### config.mk
export PLATFORM = sky130hd
export DESIGN_NAME = four_neighbor_sum_stencil
export DESIGN_NICKNAME = d
export VERILOG_FILES = /design/src/hw/rtl/fnss_pkg.sv /design/src/hw/rtl/four_neighbor_sum_stencil.sv /design/src/hw/rtl/fnss_cell.sv /design/src/hw/rtl/fnss_line_buffer.sv /design/src/hw/rtl/fnss_sum_pipe.sv
export SDC_FILE = /design/constraint.sdc
export NUM_CORES = 2
export LEC_CHECK = 0
export BUFFER_PORTS_ARGS = -buffer_cell sky130_fd_sc_hd__buf_2
export CORE_MARGIN = 2
export CORE_UTILIZATION = 57
export DETAILED_ROUTE_END_ITERATION = 12
export PLACE_DENSITY_LB_ADDON = 0.08
export SYNTH_ARGS = -nofsm -noshare
export SYNTH_HDL_FRONTEND = slang
export SYNTH_SLANG_ARGS = --single-unit
export TNS_END_PERCENT = 30
### constraint.sdc
create_clock -name clk -period 89.1 [get_ports clk]
set_clock_uncertainty 0.2 [all_clocks]
set_input_delay 17.82 -clock clk [delete_from_list [all_inputs] [get_ports clk]]
set_output_delay 17.82 -clock clk [all_outputs]
set_load 0.05 [all_outputs]
### src/hw/rtl/fnss_pkg.sv
// fnss_pkg: shared types and constants of the four-neighbor sum stencil
// no dependencies
`timescale 1ns / 1ps

package fnss_pkg;

    localparam int WORD_W = 32;   // matrix element width
    localparam int SUM_W  = 34;   // exact sum of four elements
    localparam int HALF_W = 33;   // sum of two elements
    localparam int CFG_W  = 6;    // written size field
    localparam int DATA_W = 32;   // apb data width
    localparam int ADDR_W = 3;    // apb byte address width

    // register index, taken from paddr[2]
    localparam logic REG_MATRIX_SIZE = 1'b0;

    // neighbor values seen at the heads of the line buffer
    typedef struct packed {
        logic [WORD_W-1:0] left;    // previous row, column to the left
        logic [WORD_W-1:0] right;   // previous row, column to the right
        logic [WORD_W-1:0] up;      // row before the previous row
    } fnss_taps_t;

    // which terms take part in a sum and how the result is marked
    typedef struct packed {
        logic use_down;
        logic use_left;
        logic use_right;
        logic use_up;
        logic last;
        logic done;
    } fnss_flags_t;

endpackage

### src/hw/rtl/four_neighbor_sum_stencil.sv
// four_neighbor_sum_stencil: top level, zero-border four-neighbor sum of a square matrix
// depends on fnss_pkg, fnss_line_buffer, fnss_sum_pipe
//
//   channel   dir   handshake                     payload
//   element   in    element_valid/element_stall   element
//   result    out   result_valid/result_stall     neighbor_sum, row_index, col_index,
//                                                 last_of_run, matrix_done
//   config    in    apb (psel/penable/pready)     matrix_size at byte address 0
//
// one word per cycle while element_stall is low; a result passes the adder stage and then the output register
// the last word of a matrix starts a flush of the last row through the
// line buffer chain, during which element_stall is high
// reset gives size 1 and position (0, 0); writing matrix_size restarts the matrix
// result_stall backs up the adder stages and then element_stall
`timescale 1ns / 1ps

module four_neighbor_sum_stencil #(
    parameter int MAX_SIZE = 32,
    parameter int IW       = $clog2(MAX_SIZE)
)
(
    input  logic                              clk,
    input  logic                              rst_n,
    input  logic                              element_valid,
    output logic                              element_stall,
    input  logic signed [fnss_pkg::WORD_W-1:0] element,
    output logic                              result_valid,
    input  logic                              result_stall,
    output logic signed [fnss_pkg::SUM_W-1:0] neighbor_sum,
    output logic [IW-1:0]                     row_index,
    output logic [IW-1:0]                     col_index,
    output logic                              last_of_run,
    output logic                              matrix_done,
    input  logic                              psel,
    input  logic                              penable,
    input  logic                              pwrite,
    input  logic [fnss_pkg::ADDR_W-1:0]       paddr,
    input  logic [fnss_pkg::DATA_W-1:0]       pwdata,
    output logic [fnss_pkg::DATA_W-1:0]       prdata,
    output logic                              pready
);
    import fnss_pkg::*;

    localparam int SW = $clog2(MAX_SIZE + 1);

    logic [SW-1:0]    size_m1_reg;
    logic [IW-1:0]    row_reg;
    logic [IW-1:0]    col_reg;
    logic             flush_reg;
    logic [IW-1:0]    fcol_reg;

    logic             cfg_write;
    logic [CFG_W-1:0] cfg_size;
    logic [SW-1:0]    size_m1_next;
    logic             accept;
    logic             flush_step;
    logic             shift;
    logic             entry_ready;
    logic             entry_valid;
    logic             col_end;
    logic             row_end;
    logic             last_elem;
    logic             flush_end;
    fnss_taps_t       taps;
    fnss_flags_t      flags;
    logic [IW-1:0]    entry_row;
    logic [IW-1:0]    entry_col;

    // configuration port
    assign pready    = 1'b1;
    assign cfg_write = psel && penable && pwrite && (paddr[2] == REG_MATRIX_SIZE);
    assign cfg_size  = pwdata[CFG_W-1:0];

    always_comb
    begin
        if (cfg_size == '0)
        begin
            size_m1_next = '0;
        end
        else if (cfg_size > CFG_W'(MAX_SIZE))
        begin
            size_m1_next = SW'(MAX_SIZE - 1);
        end
        else
        begin
            size_m1_next = SW'(cfg_size - CFG_W'(1));
        end
    end

    always_comb
    begin
        unique case (paddr[2])
            REG_MATRIX_SIZE: prdata = DATA_W'(size_m1_reg) + DATA_W'(1);
            default:         prdata = '0;
        endcase
    end

    // position tracking
    assign col_end   = (SW'(col_reg) == size_m1_reg);
    assign row_end   = (SW'(row_reg) == size_m1_reg);
    assign last_elem = col_end && row_end;
    assign flush_end = (SW'(fcol_reg) == size_m1_reg);

    assign element_stall = flush_reg || !entry_ready;
    assign accept        = element_valid && !element_stall;
    assign flush_step    = flush_reg && entry_ready;
    assign shift         = accept || flush_step;

    always_ff @(posedge clk or negedge rst_n)
    begin
        if (!rst_n)
        begin
            size_m1_reg <= '0;
            row_reg     <= '0;
            col_reg     <= '0;
            flush_reg   <= 1'b0;
            fcol_reg    <= '0;
        end
        else if (cfg_write)
        begin
            size_m1_reg <= size_m1_next;
            row_reg     <= '0;
            col_reg     <= '0;
            flush_reg   <= 1'b0;
            fcol_reg    <= '0;
        end
        else
        begin
            if (accept)
            begin
                if (col_end)
                begin
                    col_reg <= '0;
                    if (row_end)
                    begin
                        row_reg   <= '0;
                        flush_reg <= 1'b1;
                        fcol_reg  <= '0;
                    end
                    else
                    begin
                        row_reg <= row_reg + IW'(1);
                    end
                end
                else
                begin
                    col_reg <= col_reg + IW'(1);
                end
            end
            if (flush_step)
            begin
                fcol_reg <= fcol_reg + IW'(1);
                if (flush_end)
                begin
                    flush_reg <= 1'b0;
                end
            end
        end
    end

    // row 0 words only fill the line buffer
    assign entry_valid = (accept && (row_reg != '0)) || flush_step;

    always_comb
    begin
        if (flush_reg)
        begin
            flags.use_down  = 1'b0;
            flags.use_left  = (fcol_reg != '0);
            flags.use_right = !flush_end;
            flags.use_up    = (size_m1_reg != '0);
            flags.last      = flush_end;
            flags.done      = flush_end;
            entry_row       = IW'(size_m1_reg);
            entry_col       = fcol_reg;
        end
        else
        begin
            flags.use_down  = 1'b1;
            flags.use_left  = (col_reg != '0);
            flags.use_right = !col_end;
            flags.use_up    = (row_reg != '0) && (row_reg != IW'(1));
            flags.last      = !last_elem;
            flags.done      = 1'b0;
            entry_row       = row_reg - IW'(1);
            entry_col       = col_reg;
        end
    end

    fnss_line_buffer #(
        .MAX_SIZE (MAX_SIZE),
        .SW       (SW)
    ) u_line_buffer (
        .clk     (clk),
        .shift   (shift),
        .size_m1 (size_m1_reg),
        .din     (element),
        .taps    (taps)
    );

    fnss_sum_pipe #(
        .IW (IW)
    ) u_sum_pipe (
        .clk          (clk),
        .rst_n        (rst_n),
        .entry_valid  (entry_valid),
        .entry_ready  (entry_ready),
        .down         (element),
        .taps         (taps),
        .flags        (flags),
        .entry_row    (entry_row),
        .entry_col    (entry_col),
        .result_valid (result_valid),
        .result_stall (result_stall),
        .neighbor_sum (neighbor_sum),
        .row_index    (row_index),
        .col_index    (col_index),
        .last_of_run  (last_of_run),
        .matrix_done  (matrix_done)
    );

    // the final position always closes the run of its word
    a_done_is_last: assert property (@(posedge clk) disable iff (!rst_n)
        result_valid && matrix_done |-> last_of_run)
        else $error("matrix_done without last_of_run");

    // position counters stay inside the configured matrix; the flush column only while flushing
    a_pos_in_range: assert property (@(posedge clk) disable iff (!rst_n)
        (SW'(col_reg) <= size_m1_reg) && (SW'(row_reg) <= size_m1_reg)
        && (!flush_reg || (SW'(fcol_reg) <= size_m1_reg)))
        else $error("position counter beyond matrix size");

    // the last word of a matrix holds off the next one while the last row drains
    a_flush_after_last: assert property (@(posedge clk) disable iff (!rst_n)
        accept && last_elem && !cfg_write |=> element_stall)
        else $error("input taken during last row flush");

endmodule

### src/hw/rtl/fnss_cell.sv
// fnss_cell: one word of the line buffer chain
// loads its neighbor's word on a shift, or the tail word when it is the row end
// depends on fnss_pkg
`timescale 1ns / 1ps

module fnss_cell
(
    input  logic                        clk,
    input  logic                        shift,
    input  logic                        take_tail,
    input  logic [fnss_pkg::WORD_W-1:0] from_next,
    input  logic [fnss_pkg::WORD_W-1:0] from_tail,
    output logic [fnss_pkg::WORD_W-1:0] q
);
    import fnss_pkg::*;

    logic [WORD_W-1:0] word_reg;
    logic [WORD_W-1:0] word_next;

    assign word_next = take_tail ? from_tail : from_next;

    always_ff @(posedge clk)
    begin
        if (shift)
        begin
            word_reg <= word_next;
        end
    end

    assign q = word_reg;

endmodule

### src/hw/rtl/fnss_line_buffer.sv
// fnss_line_buffer: two chains of cells holding the previous row and the one before
// the new word enters the previous-row chain, whose head word moves into the older chain
// depends on fnss_pkg, fnss_cell
`timescale 1ns / 1ps

module fnss_line_buffer #(
    parameter int MAX_SIZE = 32,
    parameter int SW       = $clog2(MAX_SIZE + 1)
)
(
    input  logic                        clk,
    input  logic                        shift,
    input  logic [SW-1:0]               size_m1,
    input  logic [fnss_pkg::WORD_W-1:0] din,
    output fnss_pkg::fnss_taps_t        taps
);
    import fnss_pkg::*;

    logic [WORD_W-1:0] prev_q [MAX_SIZE];
    logic [WORD_W-1:0] old_q  [MAX_SIZE];
    logic [WORD_W-1:0] left_reg;

    for (genvar i = 0; i < MAX_SIZE; i++)
    begin : g_cells
        logic              is_tail;
        logic [WORD_W-1:0] prev_from_next;
        logic [WORD_W-1:0] old_from_next;

        assign is_tail = (size_m1 == SW'(i));

        if (i == MAX_SIZE - 1)
        begin : g_end
            assign prev_from_next = din;
            assign old_from_next  = prev_q[0];
        end
        else
        begin : g_mid
            assign prev_from_next = prev_q[i+1];
            assign old_from_next  = old_q[i+1];
        end

        fnss_cell u_prev (
            .clk       (clk),
            .shift     (shift),
            .take_tail (is_tail),
            .from_next (prev_from_next),
            .from_tail (din),
            .q         (prev_q[i])
        );

        fnss_cell u_old (
            .clk       (clk),
            .shift     (shift),
            .take_tail (is_tail),
            .from_next (old_from_next),
            .from_tail (prev_q[0]),
            .q         (old_q[i])
        );
    end

    // head word of the previous row, one column back
    always_ff @(posedge clk)
    begin
        if (shift)
        begin
            left_reg <= prev_q[0];
        end
    end

    assign taps.left  = left_reg;
    assign taps.right = prev_q[1];
    assign taps.up    = old_q[0];

endmodule

### src/hw/rtl/fnss_sum_pipe.sv
// fnss_sum_pipe: two-stage adder and output register of the stencil
// stage one adds pairs of masked terms, stage two the pair sums
// depends on fnss_pkg
`timescale 1ns / 1ps

module fnss_sum_pipe #(
    parameter int IW = 5
)
(
    input  logic                        clk,
    input  logic                        rst_n,
    input  logic                        entry_valid,
    output logic                        entry_ready,
    input  logic [fnss_pkg::WORD_W-1:0] down,
    input  fnss_pkg::fnss_taps_t        taps,
    input  fnss_pkg::fnss_flags_t       flags,
    input  logic [IW-1:0]               entry_row,
    input  logic [IW-1:0]               entry_col,
    output logic                        result_valid,
    input  logic                        result_stall,
    output logic signed [fnss_pkg::SUM_W-1:0] neighbor_sum,
    output logic [IW-1:0]               row_index,
    output logic [IW-1:0]               col_index,
    output logic                        last_of_run,
    output logic                        matrix_done
);
    import fnss_pkg::*;

    logic                     s1_valid_reg;
    logic signed [HALF_W-1:0] s1_a_reg;
    logic signed [HALF_W-1:0] s1_b_reg;
    logic [IW-1:0]            s1_row_reg;
    logic [IW-1:0]            s1_col_reg;
    logic                     s1_last_reg;
    logic                     s1_done_reg;

    logic                     o_valid_reg;
    logic signed [SUM_W-1:0]  o_sum_reg;
    logic [IW-1:0]            o_row_reg;
    logic [IW-1:0]            o_col_reg;
    logic                     o_last_reg;
    logic                     o_done_reg;

    logic                     o_load;
    logic signed [HALF_W-1:0] down_t;
    logic signed [HALF_W-1:0] left_t;
    logic signed [HALF_W-1:0] right_t;
    logic signed [HALF_W-1:0] up_t;
    logic signed [HALF_W-1:0] s1_a_next;
    logic signed [HALF_W-1:0] s1_b_next;
    logic signed [SUM_W-1:0]  o_sum_next;

    assign o_load      = !o_valid_reg || !result_stall;
    assign entry_ready = !s1_valid_reg || o_load;

    always_comb
    begin
        down_t    = flags.use_down  ? HALF_W'($signed(down))       : '0;
        left_t    = flags.use_left  ? HALF_W'($signed(taps.left))  : '0;
        right_t   = flags.use_right ? HALF_W'($signed(taps.right)) : '0;
        up_t      = flags.use_up    ? HALF_W'($signed(taps.up))    : '0;
        s1_a_next = down_t + left_t;
        s1_b_next = right_t + up_t;
    end

    assign o_sum_next = SUM_W'(s1_a_reg) + SUM_W'(s1_b_reg);

    always_ff @(posedge clk or negedge rst_n)
    begin
        if (!rst_n)
        begin
            s1_valid_reg <= 1'b0;
            o_valid_reg  <= 1'b0;
        end
        else
        begin
            if (entry_ready)
            begin
                s1_valid_reg <= entry_valid;
            end
            if (o_load)
            begin
                o_valid_reg <= s1_valid_reg;
            end
        end
    end

    always_ff @(posedge clk)
    begin
        if (entry_ready && entry_valid)
        begin
            s1_a_reg    <= s1_a_next;
            s1_b_reg    <= s1_b_next;
            s1_row_reg  <= entry_row;
            s1_col_reg  <= entry_col;
            s1_last_reg <= flags.last;
            s1_done_reg <= flags.done;
        end
        if (o_load && s1_valid_reg)
        begin
            o_sum_reg  <= o_sum_next;
            o_row_reg  <= s1_row_reg;
            o_col_reg  <= s1_col_reg;
            o_last_reg <= s1_last_reg;
            o_done_reg <= s1_done_reg;
        end
    end

    assign result_valid = o_valid_reg;
    assign neighbor_sum = o_sum_reg;
    assign row_index    = o_row_reg;
    assign col_index    = o_col_reg;
    assign last_of_run  = o_last_reg;
    assign matrix_done  = o_done_reg;

endmodule

Word-level counts from Yosys, hierarchy flattened
Cells that the tools add are included.
{ "word_totals": {"register_bits": 2196, "inputBits": 74} }
{ "classes": {"n_eq_ne": 34, "bitwise": 1, "n_mux": 90, "reduce_logical": 36, "n_addsub": 9, "order_cmp": 1} }
{ "ops": {"columns": ["operator", "count"], "rows": [
  ["2-to-1 mux 32 bit", 62],
  ["2-to-1 mux 33 bit", 4],
  ["equality test 6 x 5 -> 1 bit (second input constant)", 15],
  ["2-to-1 mux 5 bit", 14],
  ["adder 33 bit", 2],
  ["equality test 6 x 4 -> 1 bit (second input constant)", 8],
  ["adder 33 x 33 -> 34 bit", 1],
  ["equality test 6 x 3 -> 1 bit (second input constant)", 4],
  ["equality test 5 x 6 -> 1 bit", 3],
  ["2-to-1 mux 6 bit", 3],
  ["adder 5 x 1 -> 5 bit (second input constant)", 3],
  ["nonzero test 5 bit", 3],
  ["equality test 6 x 2 -> 1 bit (second input constant)", 2],
  ["logical NOT 6 bit", 2],
  ["logical AND 1 bit", 10],
  ["nonzero test 3 bit", 3],
  ["logical NOT 1 bit", 8],
  ["adder 6 x 1 -> 7 bit (second input constant)", 1],
  ["2-to-1 mux 7 bit", 1],
  ["equality test 6 x 1 -> 1 bit (second input constant)", 1],
  ["greater-than comparator 6 bit (second input constant)", 1],
  ["2-to-1 mux 1 bit", 6],
  ["nonzero test 6 bit", 1],
  ["subtractor 6 x 1 -> 6 bit (second input constant)", 1],
  ["7 further kinds", 12]
]} }

Depth between registers and ports, before layout
{ "logic_depth": {"ltp_word": 11, "ltp_mapped": 17, "mapped_depth_nobuf": 15} }

By module
A second synthesis with hierarchy kept.
{ "hier_totals": {"cells_unflattened": 5645, "hier_area_um2": 109258.5} }
{ "by_module_without_submodules": {"columns": ["module", "area_each_um2", "seq_area_each_um2", "cells_each", "n_inst"], "rows": [
  ["fnss_cell", 1505.2, 960.9, 68, 64],
  ["fnss_sum_pipe", 9504.1, 3773.6, 949, 1],
  ["four_neighbor_sum_stencil", 2212.1, 550.5, 265, 1],
  ["fnss_line_buffer", 1209.9, 960.9, 79, 1]
]} }

Least setup slack after synthesis
Ideal clock, no wire load.
{ "synth_timing": {"kind": "input to register", "startpoint": "input port result_stall", "endpoint": "register u_line_buffer.g_cells[0].u_old.word_reg[0] (enable)", "t_arrival_ns": 102.605, "setup_slack_ns": -18.227, "setup_time_ns": 4.522, "required_time_ns": 84.378, "stages": 2, "n_path_buf": 0, "cell_sequence": "and3_1 nor2_1"} }
{ "synth_via": {"elab_chain_len": 8, "elab_cells_between_ends": 9, "classes_between": "reduce/logical (9)"} }
{ "synth_lines": {"columns": ["item", "line_no", "text"], "rows": [
  ["start, declared", "four_neighbor_sum_stencil.sv:28", "input logic result_stall,"],
  ["logical NOT 1 bit (*)", "fnss_sum_pipe.sv:53", "assign o_load = !o_valid_reg || !result_stall;"],
  ["logical OR 1 bit (*)", "fnss_sum_pipe.sv:53", null],
  ["logical OR 1 bit (*)", "fnss_sum_pipe.sv:54", "assign entry_ready = !s1_valid_reg || o_load;"],
  ["logical NOT 1 bit", "four_neighbor_sum_stencil.sv:104", "assign element_stall = flush_reg || !entry_ready;"],
  ["logical OR 1 bit", "four_neighbor_sum_stencil.sv:104", null],
  ["logical NOT 1 bit", "four_neighbor_sum_stencil.sv:105", "assign accept = element_valid && !element_stall;"],
  ["logical AND 1 bit", "four_neighbor_sum_stencil.sv:105", null],
  ["logical OR 1 bit (*)", "four_neighbor_sum_stencil.sv:107", "assign shift = accept || flush_step;"],
  ["net shift", "four_neighbor_sum_stencil.sv:57", "logic shift;"],
  ["end signal, assigned", "fnss_cell.sv:26", "word_reg <= word_next;"],
  ["end, declared", "fnss_cell.sv:17", "logic [WORD_W-1:0] word_reg;"]
]} }
Mark *: on every way through the listed nets, which the timed path passes. The rest lies on a longest branch.
A chain may end at the register's enable or synchronous reset.

Worst setup path after layout
{ "layout_timing": {"startpoint": "input port result_stall", "endpoint": "output port element_stall"} }
{ "layout_via": {"elab_chain_len": 5} }
{ "layout_lines": {"columns": ["item", "line_no", "text"], "rows": [
  ["logical NOT 1 bit", "fnss_sum_pipe.sv:53", null],
  ["logical OR 1 bit", "fnss_sum_pipe.sv:53", null],
  ["logical OR 1 bit", "fnss_sum_pipe.sv:54", null],
  ["logical NOT 1 bit", "four_neighbor_sum_stencil.sv:104", null],
  ["logical OR 1 bit", "four_neighbor_sum_stencil.sv:104", null],
  ["end, declared", "four_neighbor_sum_stencil.sv:25", "output logic element_stall,"]
]} }
No other way between the ends.

==> out/metrics.yaml <==
cap_viol_max_count: 0
max_stage_delay_ns: 0.27
r2r_start: "flush_reg"
crit_fanout: 7
worstPathRequired_ns: 71.08
ir_drop_v: 0.0000201
finalCritPeriodShare: 0.411
synthesis.area_sq_um: 98000
synth-main-ff-cell: "edfxtp_1"
clkPwrFrac: 0.251
drt_wl_total_um: 202000
wl_per_cell_um: 24.8
start_util: 0.573
cts_sinks: 2196
crit_top_cell: "buf_2"
maxSlewViolCount: 0
drive_gt1_frac: 0.428
synthCells: 5779
num-nets-final: 5942
route.met3.wl_um: 7800
grt_first_pass_wirelength_um: 303000
die_h_um: 419
htree_levels: 4
multi_input_area_sq_um: 30300
p_int_w: 0.00246
design.core.area_sq_um: 171000
crit_arrival_ns: 18.57
tritoncts: "done"
endpoint_kind: "output pin"
vias: 48700
outcome: "finished clean"
yosysSeqAreaShare: 0.672
synth.distinct_cells: 86
switching_share: 0.299
diodes: 0
seqCellArea_sq_um: 65800
drc: 0
final.setup.tns_ns: 0
p_sw_w: 0.00105
dr_wl_met2_um: 96600
crit_family: "buffers and inverters"
pin_count: 155
max_freq_ghz: 0.0273
seq_power_share: 0.482
rsz0062_at_grt: "no"
place_congestion: 0.905
port_buffers: 100
synthToLayoutAreaGrowth_pct: 9.24
final_hold_viol_count: 0
crit_path_top_delay_cell: "buf_2"
power.density_nw_per_um2: 32.7
tightest_slew_ns: 1.16
root_buffer: "clkbuf_16"
p_comb_frac: 0.267
syn_area_per_cell_sq_um: 17.0
largest_reg_flops: 1024
postRouteAntennaNets: 0
mostFrequentLayoutCells: "2172 x edfxtp_1, 1990 x mux2_2, 223 x clkbuf_16, 111 x ha_1, 107 x and2_1"
setup_viol: 0
slew_headroom: 0.229
utilization: 0.626
cts_buffer_depth: 3
dr.pass1.iters: 5
num_rows: 152
critPathLaunchType: "primary input"
setup.worst_path.class: "in2out"
cp-startpoint: "result_stall"
clkLatencyLatePin_ns: 0.84
ys_async_sr_fraction: 0.0109
cts_hold_buf: 0
via_per_inst: 5.96
dp_hpwl_um: 114000
synth_edf_count: 2172
critical_path_buf_inv_count: 2
p_leak_nw: 37.3
dieArea_sq_um: 175000
grtUsageTotal: 0.229
cts_made_buffers: 221
cp_cell_sequence: "buf_2 > nand3_1 > nand2_1 > buf_2"
cts_resized: 0
drt_iter0_markers: 4379
grt_max_degree: 198
hp-class: "reg2reg"
mostFrequentLayoutCell: "edfxtp_1"
clk_pin_slew_ns: 0.06
ys_seq_elements: 2196
min_from: "u_sum_pipe.s1_col_reg[3]"
top_layer_used: "met4"
yosysWarnings: 0
overflow: 0
fill_cells: 12500
grt_pass1_vias: 47600
dieWidth_um: 419
antenna_found_initial: 5
post_cts_buffers: 0
finalCriticalPeriod_ns: 36.59
met1_length_um: 94600
## stage by stage
step | instance area, sq um | total power [W] | std cells | worst slack [ns] | hold slack (ns)
floorplan | 98100 | 0.00279 | 5803 | 16.38 | 0.200
global placement | 100000 | 0.00262 | 7764 | 52.52 | 0.205
detailed placement | 100000 | 0.00264 | 7764 | 52.51 | 0.206
CTS | 107000 | 0.00353 | 8174 | 52.51 | 0.220
global route | 107000 | 0.00368 | 8174 | 52.45 | 0.218
finish | 107000 | 0.00350 | 8174 | 52.51 | 0.220
## final timing paths
kind,to,slack [ns],cells past startpoint
worst max-delay path,element_stall,52.51,4
min in group asynchronous,size_m1_reg[0],16.80,1
worst max register to register,u_line_buffer.g_cells[16].u_old.q[22],81.87,9
max in group asynchronous,flush_reg,71.43,1
worst min-delay path,u_sum_pipe.col_index[3],0.22,0
worst min register to register,u_sum_pipe.col_index[3],0.22,0
## power by group through the flow
| stage | logic, W | registers (W) | clock network (W) |
|---|---|---|---|
| 2_1_floorplan | 0.000690 | 0.00210 | 0 |
| 3_3_place_gp | 0.000918 | 0.00170 | 0 |
| 3_5_place_dp | 0.000929 | 0.00171 | 0 |
| 4_1_cts | 0.000935 | 0.00169 | 0.000902 |
| 5_1_grt | 0.00102 | 0.00172 | 0.000940 |
| 6_report | 0.000936 | 0.00169 | 0.000881 |
## cell usage after synthesis, drive strengths merged, types with 12 or more instances
cell / n / area (sq um)
and2: 107 / 669
and3: 12 / 76.3
nor2: 81 / 312
nand3: 43 / 215
nand4: 17 / 106
or3: 12 / 75.1
nand2: 92 / 355
clkbuf: 218 / 820
inv: 48 / 180
mux2: 1991 / 22400
buf: 244 / 1250
xnor2: 61 / 534
o21bai: 20 / 150
o31ai: 17 / 141
ha: 111 / 1390
dfrtp: 24 / 601
nor3: 18 / 100
a21o: 69 / 521
a21oi: 97 / 493
nand2b: 14 / 87.6
a31oi: 17 / 106
a211oi: 16 / 130
edfxtp: 2172 / 65200
nor2b: 44 / 275
xor2: 43 / 377
o21ai: 79 / 399
## area by class of cell
| class | count | area share |
|---|---|---|
| multi-input combinational | 3097 | 0.283 |
| tap | 2233 | 0.0261 |
| sequential | 2196 | 0.615 |
| timing repair buffer | 190 | 0.0112 |
| clock buffer | 277 | 0.0542 |
| clock inverter | 133 | 0.00923 |
| inverter | 48 | 0.00168 |
## routing by layer
layer	up-vias	track usage
met5	-	0
met1	25300	0.335
met4	0	0.0515
met2	923	0.369
li1	22300	-
met3	248	0.0306
## cell families (layout without fill, tap and decap cells)
group                      after synthesis  count (layout)  share of synthesized area
muxes                                 1996            1996                      0.229
xor gates and xnor gates               104             104                    0.00929
AOI/OAI and AO/OA                      386             386                     0.0263
DFF                                   2196            2196                      0.672
and+or+nand+nor                        468             468                     0.0254
buffers and inverters                  510             648                     0.0230
adders and majority gates              117             117                     0.0151
other                                    2              26                  0.0000766
## worst register-to-register path, delay by kind of cell (launching register included)
kind | cells | cell delay, ns
simple gates | 2 | 0.70
buf+inv | 7 | 5.55
flops | 1 | 0.35
No activity file was read; power rests on OpenSTA's default activity.
